==> config.mk <==
export PLATFORM = sky130hd
export DESIGN_NAME = aat_regs
export DESIGN_NICKNAME = d
export VERILOG_FILES = /design/src/design/aabb_affine_transform_defines.svh /design/src/design/aat_pkg.sv /design/src/design/aat_regs.sv
export SDC_FILE = /design/constraint.sdc
export NUM_CORES = 1
export LEC_CHECK = 0
export BUFFER_PORTS_ARGS = -buffer_cell sky130_fd_sc_hd__buf_2
export CAP_MARGIN = 25
export CORE_MARGIN = 5
export CORE_UTILIZATION = 50
export CTS_CLUSTER_SIZE = 16
export DETAILED_ROUTE_END_ITERATION = 10
export PLACE_DENSITY_LB_ADDON = 0.1
export SLEW_MARGIN = 20
export SYNTH_ARGS = -nofsm -noshare
export SYNTH_HDL_FRONTEND = slang
export SYNTH_SLANG_ARGS = --single-unit
==> constraint.sdc <==
create_clock -name clk -period 2 [get_ports clk]
set_input_delay 0.4 -clock clk [delete_from_list [all_inputs] [get_ports clk]]
set_output_delay 0.4 -clock clk [all_outputs]
set_load 0.01 [all_outputs]
==> src/design/aabb_affine_transform_defines.svh <==
// Assertion macros for the transformed bounding box block.
// Used by the top level; depends on nothing else.
`ifndef AABB_AFFINE_TRANSFORM_DEFINES_SVH
`define AABB_AFFINE_TRANSFORM_DEFINES_SVH

// Same-cycle implication, disabled while reset is asserted.
`define AAT_ASSERT_NOW(lbl, clk, rst_n, ante, cons, msg) \
  lbl: assert property (@(posedge clk) disable iff (!rst_n) (ante) |-> (cons)) \
    else $error(msg);

// Next-cycle implication, disabled while reset is asserted.
`define AAT_ASSERT_NEXT(lbl, clk, rst_n, ante, cons, msg) \
  lbl: assert property (@(posedge clk) disable iff (!rst_n) (ante) |=> (cons)) \
    else $error(msg);

`endif

==> src/design/aat_pkg.sv <==
// Shared types and constants for the transformed bounding box block.
// Used by aat_regs, aat_axis and aabb_affine_transform; depends on nothing.
`default_nettype none

package aat_pkg;

  localparam int CW        = 24;
  localparam int KW        = 18;
  localparam int FRAC      = KW - 2;
  localparam int ROW_W     = 3 * KW;
  localparam int P_W       = CW + KW;
  localparam int A_W       = P_W + 2;
  localparam int R_W       = A_W - FRAC;
  localparam int NS        = 5;
  localparam int DATA_W    = 64;
  localparam int ADDR_W    = 6;
  localparam int IDX_LSB   = 3;
  localparam int IDX_W     = ADDR_W - IDX_LSB;

  localparam logic [IDX_W-1:0] REG_LIN_ROW_X = IDX_W'(0);
  localparam logic [IDX_W-1:0] REG_LIN_ROW_Y = IDX_W'(1);
  localparam logic [IDX_W-1:0] REG_LIN_ROW_Z = IDX_W'(2);
  localparam logic [IDX_W-1:0] REG_OFFSET_X  = IDX_W'(3);
  localparam logic [IDX_W-1:0] REG_OFFSET_Y  = IDX_W'(4);
  localparam logic [IDX_W-1:0] REG_OFFSET_Z  = IDX_W'(5);

  localparam logic [KW-1:0] COEF_ONE = KW'(1) << FRAC;

  typedef struct packed {
    logic signed [CW-1:0] lo_x;
    logic signed [CW-1:0] lo_y;
    logic signed [CW-1:0] lo_z;
    logic signed [CW-1:0] hi_x;
    logic signed [CW-1:0] hi_y;
    logic signed [CW-1:0] hi_z;
  } in_item_t;

  typedef struct packed {
    logic signed [CW-1:0] out_lo_x;
    logic signed [CW-1:0] out_lo_y;
    logic signed [CW-1:0] out_lo_z;
    logic signed [CW-1:0] out_hi_x;
    logic signed [CW-1:0] out_hi_y;
    logic signed [CW-1:0] out_hi_z;
    logic                 saturated;
  } out_item_t;

  typedef struct packed {
    logic [2:0][ROW_W-1:0] row;
    logic [2:0][CW-1:0]    offset;
  } cfg_t;

  typedef struct packed {
    logic [NS-1:0] adv;
  } pipe_ctl_t;

endpackage

`default_nettype wire

==> src/design/aat_regs.sv <==
// Configuration register file behind the APB-style port.
// Depends on aat_pkg.
`default_nettype none

module aat_regs (
  input  wire logic                      clk,
  input  wire logic                      rst_n,
  input  wire logic                      psel,
  input  wire logic                      penable,
  input  wire logic                      pwrite,
  input  wire logic [aat_pkg::ADDR_W-1:0] paddr,
  input  wire logic [aat_pkg::DATA_W-1:0] pwdata,
  output logic      [aat_pkg::DATA_W-1:0] prdata,
  output aat_pkg::cfg_t                   cfg
);
  import aat_pkg::*;

  logic [2:0][ROW_W-1:0] row_r;
  logic [2:0][CW-1:0]    offset_r;
  logic [IDX_W-1:0]      idx;
  logic                  wr;

  assign idx = paddr[ADDR_W-1:IDX_LSB];
  assign wr  = psel && penable && pwrite;

  always_ff @(posedge clk) begin
    if (!rst_n) begin
      row_r[0]    <= ROW_W'(COEF_ONE);
      row_r[1]    <= ROW_W'(COEF_ONE) << KW;
      row_r[2]    <= ROW_W'(COEF_ONE) << (2 * KW);
      offset_r[0] <= '0;
      offset_r[1] <= '0;
      offset_r[2] <= '0;
    end else if (wr) begin
      case (idx)
        REG_LIN_ROW_X: row_r[0]    <= pwdata[ROW_W-1:0];
        REG_LIN_ROW_Y: row_r[1]    <= pwdata[ROW_W-1:0];
        REG_LIN_ROW_Z: row_r[2]    <= pwdata[ROW_W-1:0];
        REG_OFFSET_X:  offset_r[0] <= pwdata[CW-1:0];
        REG_OFFSET_Y:  offset_r[1] <= pwdata[CW-1:0];
        REG_OFFSET_Z:  offset_r[2] <= pwdata[CW-1:0];
        default: ;
      endcase
    end
  end

  always_comb begin
    case (idx)
      REG_LIN_ROW_X: prdata = DATA_W'(row_r[0]);
      REG_LIN_ROW_Y: prdata = DATA_W'(row_r[1]);
      REG_LIN_ROW_Z: prdata = DATA_W'(row_r[2]);
      REG_OFFSET_X:  prdata = DATA_W'(offset_r[0]);
      REG_OFFSET_Y:  prdata = DATA_W'(offset_r[1]);
      REG_OFFSET_Z:  prdata = DATA_W'(offset_r[2]);
      default:       prdata = '0;
    endcase
  end

  assign cfg.row    = row_r;
  assign cfg.offset = offset_r;

endmodule

`default_nettype wire

---- Word level (Yosys, flattened, before mapping) ----
Index checks and enable logic that the tools add are counted.
storage, ports and cells
  register bits ........................... 234
  input bits .............................. 75
  output and inout bits ................... 298
  logic and storage cells ................. 21
cells by class
  equality and inequality tests ........... 5
  muxes and demuxes ....................... 1
  reductions and logical operators ........ 9
operators with widths
  cell                                                              number
  54-bit case mux with 6 select lines                               1
  2-bit AND reduction                                               6
  3-bit by 2-bit == test with 1-bit output (second input constant)  2
  3-bit == test (second input constant)                             2
  3-bit by 1-bit == test with 1-bit output (second input constant)  1
  3-bit zero test                                                   1
  1-bit logical AND                                                 2

---- Depth between registers and ports, before layout ----
Gate-level depths: netlist of run 1.
  depth in word-level cells ............... 3
  gate-level depth with buffers ........... 6
  gate-level depth less buffers ........... 3

---- Worst setup path after synthesis of run 1 ----
OpenSTA, ideal clock, no wires.
  path type ............................... input -> output
  start ................................... in paddr[4] in the netlist's numbering
  end ..................................... out prdata[15] in the netlist's numbering
  data arrival time ....................... 1.479 ns
  data required time ...................... 1.600 ns
  setup slack ............................. 0.121 ns
  stages on the path ...................... 5
  buffers on the path ..................... 3
  cells stage by stage .................... buf_6 buf_4 buf_2 mux2i_1 o311ai_0
between the ends
  word-level cells in the longest chain between the ends .. 2
  elaborated cells between the ends (all ways) .. 7
  classes of those cells .................. eq/ne (5); mux (1); reduce/logical (1)
RTL lines
  what                                         RTL line        source
  start: declaration                           aat_regs.sv:11  input wire logic [aat_pkg::ADDR_W-1:0] paddr,
  3-bit == test, or another cell as far along  aat_regs.sv:48  case (idx)
  54-bit case mux with 6 select lines *        aat_regs.sv:48
  end: declaration                             aat_regs.sv:13  output logic [aat_pkg::DATA_W-1:0] prdata,
Mark *: on every way between the ends. The rest lies on a longest branch, timed or not.

---- Final worst setup path of run 1 ----
  start ................................... reg offset_r (netlist bit cfg[36])
  end ..................................... out prdata[12] in the netlist's numbering
between the ends
  word-level cells in the longest chain between the ends .. 1
RTL lines
  what                                 RTL line        source
  start: declaration                   aat_regs.sv:19  logic [2:0][CW-1:0] offset_r;
  54-bit case mux with 6 select lines  aat_regs.sv:48
Every way passes these cells.

==> impl_metrics.ini, run 1 <==
[run_status]
status = complete, but fails checks
violations = negative setup slack

[timing]
period_needed_ns = 2.017
slew_violations = 0
period_share_pct = 100.8
fmax_ghz = 0.4958
fin_ws_ns = -0.01678
setup_tns_ns = -0.01678
rsz0062_at_grt = true
setup_viol = 1
final-hold-violation-count = 0
skew_ns = 0

[critical_path]
cp_slowest_stage_delay_ns = 0.36
required_ns = 1.60
worstPathArrival_ns = 1.62
critPathSlowestCell = a221o_1
crit_path_start_kind = flip-flop
r2r_start = cfg[232]
cp_cell_sequence = mux2_2 > a221o_1 > buf_2
critical-path-top-delay-family = compound AO/OA/AOI/OAI gates
path_class = reg -> out
cp-startpoint = cfg[36]
crit_path_end_kind = output pin
crit_path_max_fanout = 3
path_buf_inv = 1

[logic_synthesis]
yosysTopAreaCellShare_pct = 43.86
synth_edf_count = 0
yosysTopAreaCell = dfxtp_1
ys_top_cells_by_count = mux2i_1, nand2_1, dfxtp_1
synthArstFlopShare_pct = 0
ys_types = 37
syn_area_per_cell_um2 = 9.845
syn_area_um2 = 10680
yosys-top-cells-area = dfxtp_1, mux2i_1, nand2_1
yosys_warnings = 0
synth-seq-cells = 234
synth_seq_area_share_pct = 43.86
synth_cells = 1085
synth_most_common_cell = mux2i_1
ys_dominant_reg_cell = dfxtp_1

[drt]
wirelength_um = 32480
drc = 0
drtIter0Drc = 453
postRouteAntennaNets = 0
wl_per_cell_um = 18.74
num_vias = 9140
firstDrtPassIters = 5
vias_per_cell = 5.274

[clocking]
cts_max_level = 1
root_buffer = clkbuf_16
clock_latency_ns = 0.51
clkSlewWorstSetupHoldPaths_ns = 0.06
cts_tree = built
cts.sinks = 234
cts_made_buffers = 25
cts_buffer_depth = 3

[power_and_ir_drop]
power_density_nw_per_um2 = 738.5
p_leak_nw = 6.199
ir_worst_vdd_v = 0.0006420

[final_layout]
stdcell_count = 1733
largest_reg_flops = 234
area_growth_pct = 30.42
nNetsFinal = 1514
fill_cells = 1802
design_area_um2 = 13930
drive_above_1_share_pct = 35.44

[floorplan]
start_util_pct = 50.81
core_um2 = 21020
row_count = 53
die_w_um = 156.2
die_y_um = 156.2
pin_count = 373
dieArea_um2 = 24390

[global_route]
antenna_found_initial = 3
gr-total-overflow = 0
grt_use_total_pct = 25.12
grt_pass1_vias = 8938
grt_max_degree = 52
grt_pass1_wl_um = 49930

[placed_design]
dp_hpwl_um = 23340
io_buffers = 349
pre_cts_ws_ns = 0.01957
dpl.cell_count = 1687
gp_congestion = 0.8518
place_area_um2 = 12980

[min_path]
hold_class = in -> reg
hold_path.startpoint = pwdata[34]

[job]
cap_violations = 0
## worst paths after layout
kind | to | slack (ns) | depth (start not counted)
min | cfg[106] | 0.16 | 3
min reg2reg | cfg[189] | 0.47 | 2
max reg2reg | cfg[232] | 1.29 | 2
max | prdata[12] | -0.02 | 3
## kinds of logic (layout without fill, tap and decap cells)
group	count (synthesis)	count (layout)	share of synthesized area, %
other	1	12	0.03511
AOI/OAI and AO/OA	90	90	6.583
buffers and inverters	100	462	6.033
muxes	317	317	30.05
and+or+nand+nor	343	343	13.45
DFF	234	234	43.86
## final cells by class
| type | count | area (um2) | share of cell area, % |
|---|---|---|---|
| Inverter | 4 | 15.01 | 0.1078 |
| Timing Repair Buffer | 414 | 2547 | 18.29 |
| Multi-Input combinational cell | 760 | 5470 | 39.27 |
| Antenna cell | 2 | 5.005 | 0.03593 |
| Tap cell | 275 | 344.1 | 2.470 |
| Clock inverter | 6 | 105.1 | 0.7544 |
| Clock buffer | 38 | 744.5 | 5.344 |
| Sequential cell | 234 | 4700 | 33.73 |
## routing by layer
layer	up-vias	global-route usage, %	wire, um
li1	4462	-	-
met1	4335	32.84	13830
met2	303	42.33	15520
met3	36	6.019	2579
met4	4	5.744	526
met5	-	0	21
## layout by cell type, fill, tap and decap left out, types with 4 or more instances in the layout
cell,n
buf_2,346
mux2i_1,288
nand2_1,285
dfxtp_1,222
buf_4,41
a2bb2oi_1,30
nor2_1,30
mux2_2,28
clkbuf_16,25
buf_12,23
a22oi_1,12
dfxtp_2,12
o21ai_0,11
conb_1,10
a221oi_2,8
a21oi_1,8
clkbuf_8,8
clkbuf_1,6
or3_1,4
o221ai_1,4
nor2_4,4
## tightest hold or removal path, delay by kind of cell
family,cells,cell delay (ns)
buffers and inverters,1,0.10
multiplexers,1,0.06
AND/OR/NAND/NOR,1,0.07
## where the power goes
group	switching, mW	total, mW	internal [mW]
Sequential	0.0292	4.73	4.70
Clock	1.85	4.78	2.93
Combinational	0.466	0.779	0.314
Total	2.34	10.3	7.94
## timing repair
| action | 4_1_cts | 5_1_grt |
|---|---|---|
| gates resized for setup | 6 | 26 |
| gates cloned | 0 | 0 |
| pin swaps | 1 | 0 |
| hold buffers | 0 | 0 |
| buffers inserted | 0 | 0 |
| setup endpoints to repair | 5 | 24 |
## metrics by stage
stage	utilization [%]	power (mW)	hold slack, ns
3_3_place_gp	61.74	5.586	0.4533
2_1_floorplan	-	5.276	0.4878
5_1_grt	66.26	10.62	0.1673
4_1_cts	65.89	10.35	0.1479
6_report	66.27	10.29	0.1614
3_5_place_dp	61.74	5.595	0.4606
Power figures use the tool's default switching activity.
==> inputs of run 2 (changes only) <==
--- a/config.mk
+++ b/config.mk
@@ -6,9 +6,11 @@
 export NUM_CORES = 1
 export LEC_CHECK = 0
 export BUFFER_PORTS_ARGS = -buffer_cell sky130_fd_sc_hd__buf_2
-export CAP_MARGIN = 25
+export CAP_MARGIN = 40
+export CELL_PAD_IN_SITES_DETAIL_PLACEMENT = 1
+export CELL_PAD_IN_SITES_GLOBAL_PLACEMENT = 2
 export CORE_MARGIN = 5
-export CORE_UTILIZATION = 50
+export CORE_UTILIZATION = 30
 export CTS_CLUSTER_SIZE = 16
 export DETAILED_ROUTE_END_ITERATION = 10
 export PLACE_DENSITY_LB_ADDON = 0.1
==> run 2 against run 1 <==
Against the previous run: the run now ends clean; register-to-register slack got worse by 0.04 ns; core utilization decreased by 25 points; final area rose by 4.9%; combinational power rose by 9.6%; maximum frequency up 1.4%; global-route usage decreased by 5.7 points; largest cell class unchanged; highest routed layer unchanged.
==> impl_metrics.ini, run 2 (synthesis gave the netlist of run 1 again) <==
[power_and_ir_drop]
p_leak_nw = 6.397
ir_worst_vdd_v = 0.0005996
power_density_nw_per_um2 = 744.2
clock_power_share_pct = 48.7
pwr-share-comb_pct = 7.8
p_int_mw = 8.271
seq_power_share_pct = 43.4
swShare_pct = 23.97
p_switching_mw = 2.608

[job]
cap_violations = 0

[critical_path]
required_ns = 1.60
cp_slowest_stage_delay_ns = 0.33
critPathSlowestCell = dfxtp_2
rr_worst_depth = 2
reg2reg_to = cfg[160]
r2r_start = cfg[160]
path_class = reg -> out
crit_path_start_kind = flip-flop
crit_path_max_fanout = 3
cp_cell_sequence = mux2_4 > a221oi_2 > a21oi_1 > buf_2
rrSetupSlack_ns = 1.25
crit_path_end_kind = output pin
worstPathArrival_ns = 1.59

[timing]
final-hold-violation-count = 0
slew_violations = 0
skew_ns = 0
fmax_ghz = 0.5029
period_needed_ns = 1.988
rsz0062_at_grt = true
setup_tns_ns = 0
setup_viol = 0
holdWs_ns = 0.1539
period_share_pct = 99.42

[final_layout]
multi_input_area_um2 = 5520
area_growth_pct = 36.86
post-route-util_pct = 41.30
stdcell_count = 1948
regArea_um2 = 4726
largest_reg_flops = 234
nNetsFinal = 1537
most-common-layout-cells = buf_2, mux2i_1, nand2_1, dfxtp_1, buf_4
final_common_cell = buf_2
fill_cells = 4059
drive_above_1_share_pct = 38.48

[drt]
vias_per_cell = 4.803
drtIter0Drc = 325
num_vias = 9356
wl_per_cell_um = 20.63
firstDrtPassIters = 4
wirelength_um = 40180
drc = 0
postRouteAntennaNets = 0

[placed_design]
dpl.cell_count = 1889
dp_hpwl_um = 29470
gp_congestion = 0.7617
io_buffers = 349

[run_status]
status = complete, no violations

[floorplan]
row_count = 69
die_y_um = 198.7
dieArea_um2 = 39480
pin_count = 373
start_util_pct = 30.18
core_um2 = 35400
die_w_um = 198.7

[clocking]
cts_tree = built
cts_max_level = 1
holdBufCountCts = 0
clkSlewWorstSetupHoldPaths_ns = 0.06
cts_made_buffers = 28
cts.sinks = 234
clock_latency_ns = 0.53
root_buffer = clkbuf_16
cts_buffer_depth = 3

[global_route]
grt_pass1_vias = 9827
grt_max_degree = 44
grt_use_total_pct = 19.39
antenna_found_initial = 3
grt_pass1_wl_um = 60230
gr-total-overflow = 0

[min_path]
hold_class = in -> reg
min_to = cfg[106]
min_path_cells = 3
hold_path.startpoint = pwdata[34]
[run 2: cell count changes in the layout (fill, tap and decap cells not counted), moves of 4 or more]
cell and delta:
dfxtp_2 +21, mux2_4 +4, buf_4 +16, buf_12 +8, buf_2 -4, mux2_2 -4
dfxtp_1 -21, clkbuf_16 +4
[run 2: worst max-delay path by stage]
| stage | cells after the start | end | startpoint |
|---|---|---|---|
| global placement | 5 | prdata[14] | paddr[4] |
| CTS | 4 | prdata[15] | cfg[141] |
| floorplan | 5 | prdata[15] | paddr[4] |
| finish | 4 | prdata[17] | cfg[89] |
| global route | 4 | prdata[17] | cfg[89] |
| detailed placement | 6 | prdata[15] | paddr[4] |
[run 2: repair_timing]
action | CTS | global route
pin swaps | 3 | 2
buffers inserted | 1 | 3
resized for setup | 31 | 37
endpoints found under the setup margin | 20 | 23
[run 2: cell type report]
type / instances / share of cell area (%)
Multi-Input combinational cell: 760 / 37.76
Antenna cell: 3 / 0.05135
Sequential cell: 234 / 32.33
Timing Repair Buffer: 434 / 19.21
Clock buffer: 40 / 5.589
Clock inverter: 12 / 1.010
Tap cell: 461 / 3.946
Inverter: 4 / 0.1027
[run 2: worst max-delay path, delay by kind of cell, from the launching register on]
kind / cells / cell delay [ns]
mux: 1 / 0.27
buf+inv: 1 / 0.14
compound gates: 2 / 0.31
flops: 1 / 0.33
[run 2: per-stage QoR]
stage / worst slack (ns) / power [mW] / cell area [um2]
after global placement: -0.08864 / 5.672 / 13430
final: 0.01169 / 10.88 / 14620
after floorplan: 0.1214 / 5.276 / 10720
after CTS: -0.02268 / 11.05 / 14500
after global routing: -0.05606 / 11.29 / 14620
after detailed placement: -0.1121 / 5.676 / 13430
[run 2: layer usage]
| metal | routed length (um) | vias to the layer above | GRT usage, % |
|---|---|---|---|
| met2 | 18780 | 229 | 31.93 |
| met1 | 18000 | 4580 | 26.03 |
| met5 | 13 | - | 0 |
| met3 | 2795 | 35 | 4.980 |
| li1 | - | 4510 | - |
| met4 | 591 | 2 | 3.698 |
[run 2: power groups by stage]
stage               combinational (mW)  sequential, mW  clock [mW]
floorplan                        0.438            4.84           0
global placement                 0.843            4.83           0
detailed placement               0.847            4.83           0
CTS                              0.860            4.73        5.47
global route                     0.922            4.73        5.64
finish                           0.854            4.73        5.30
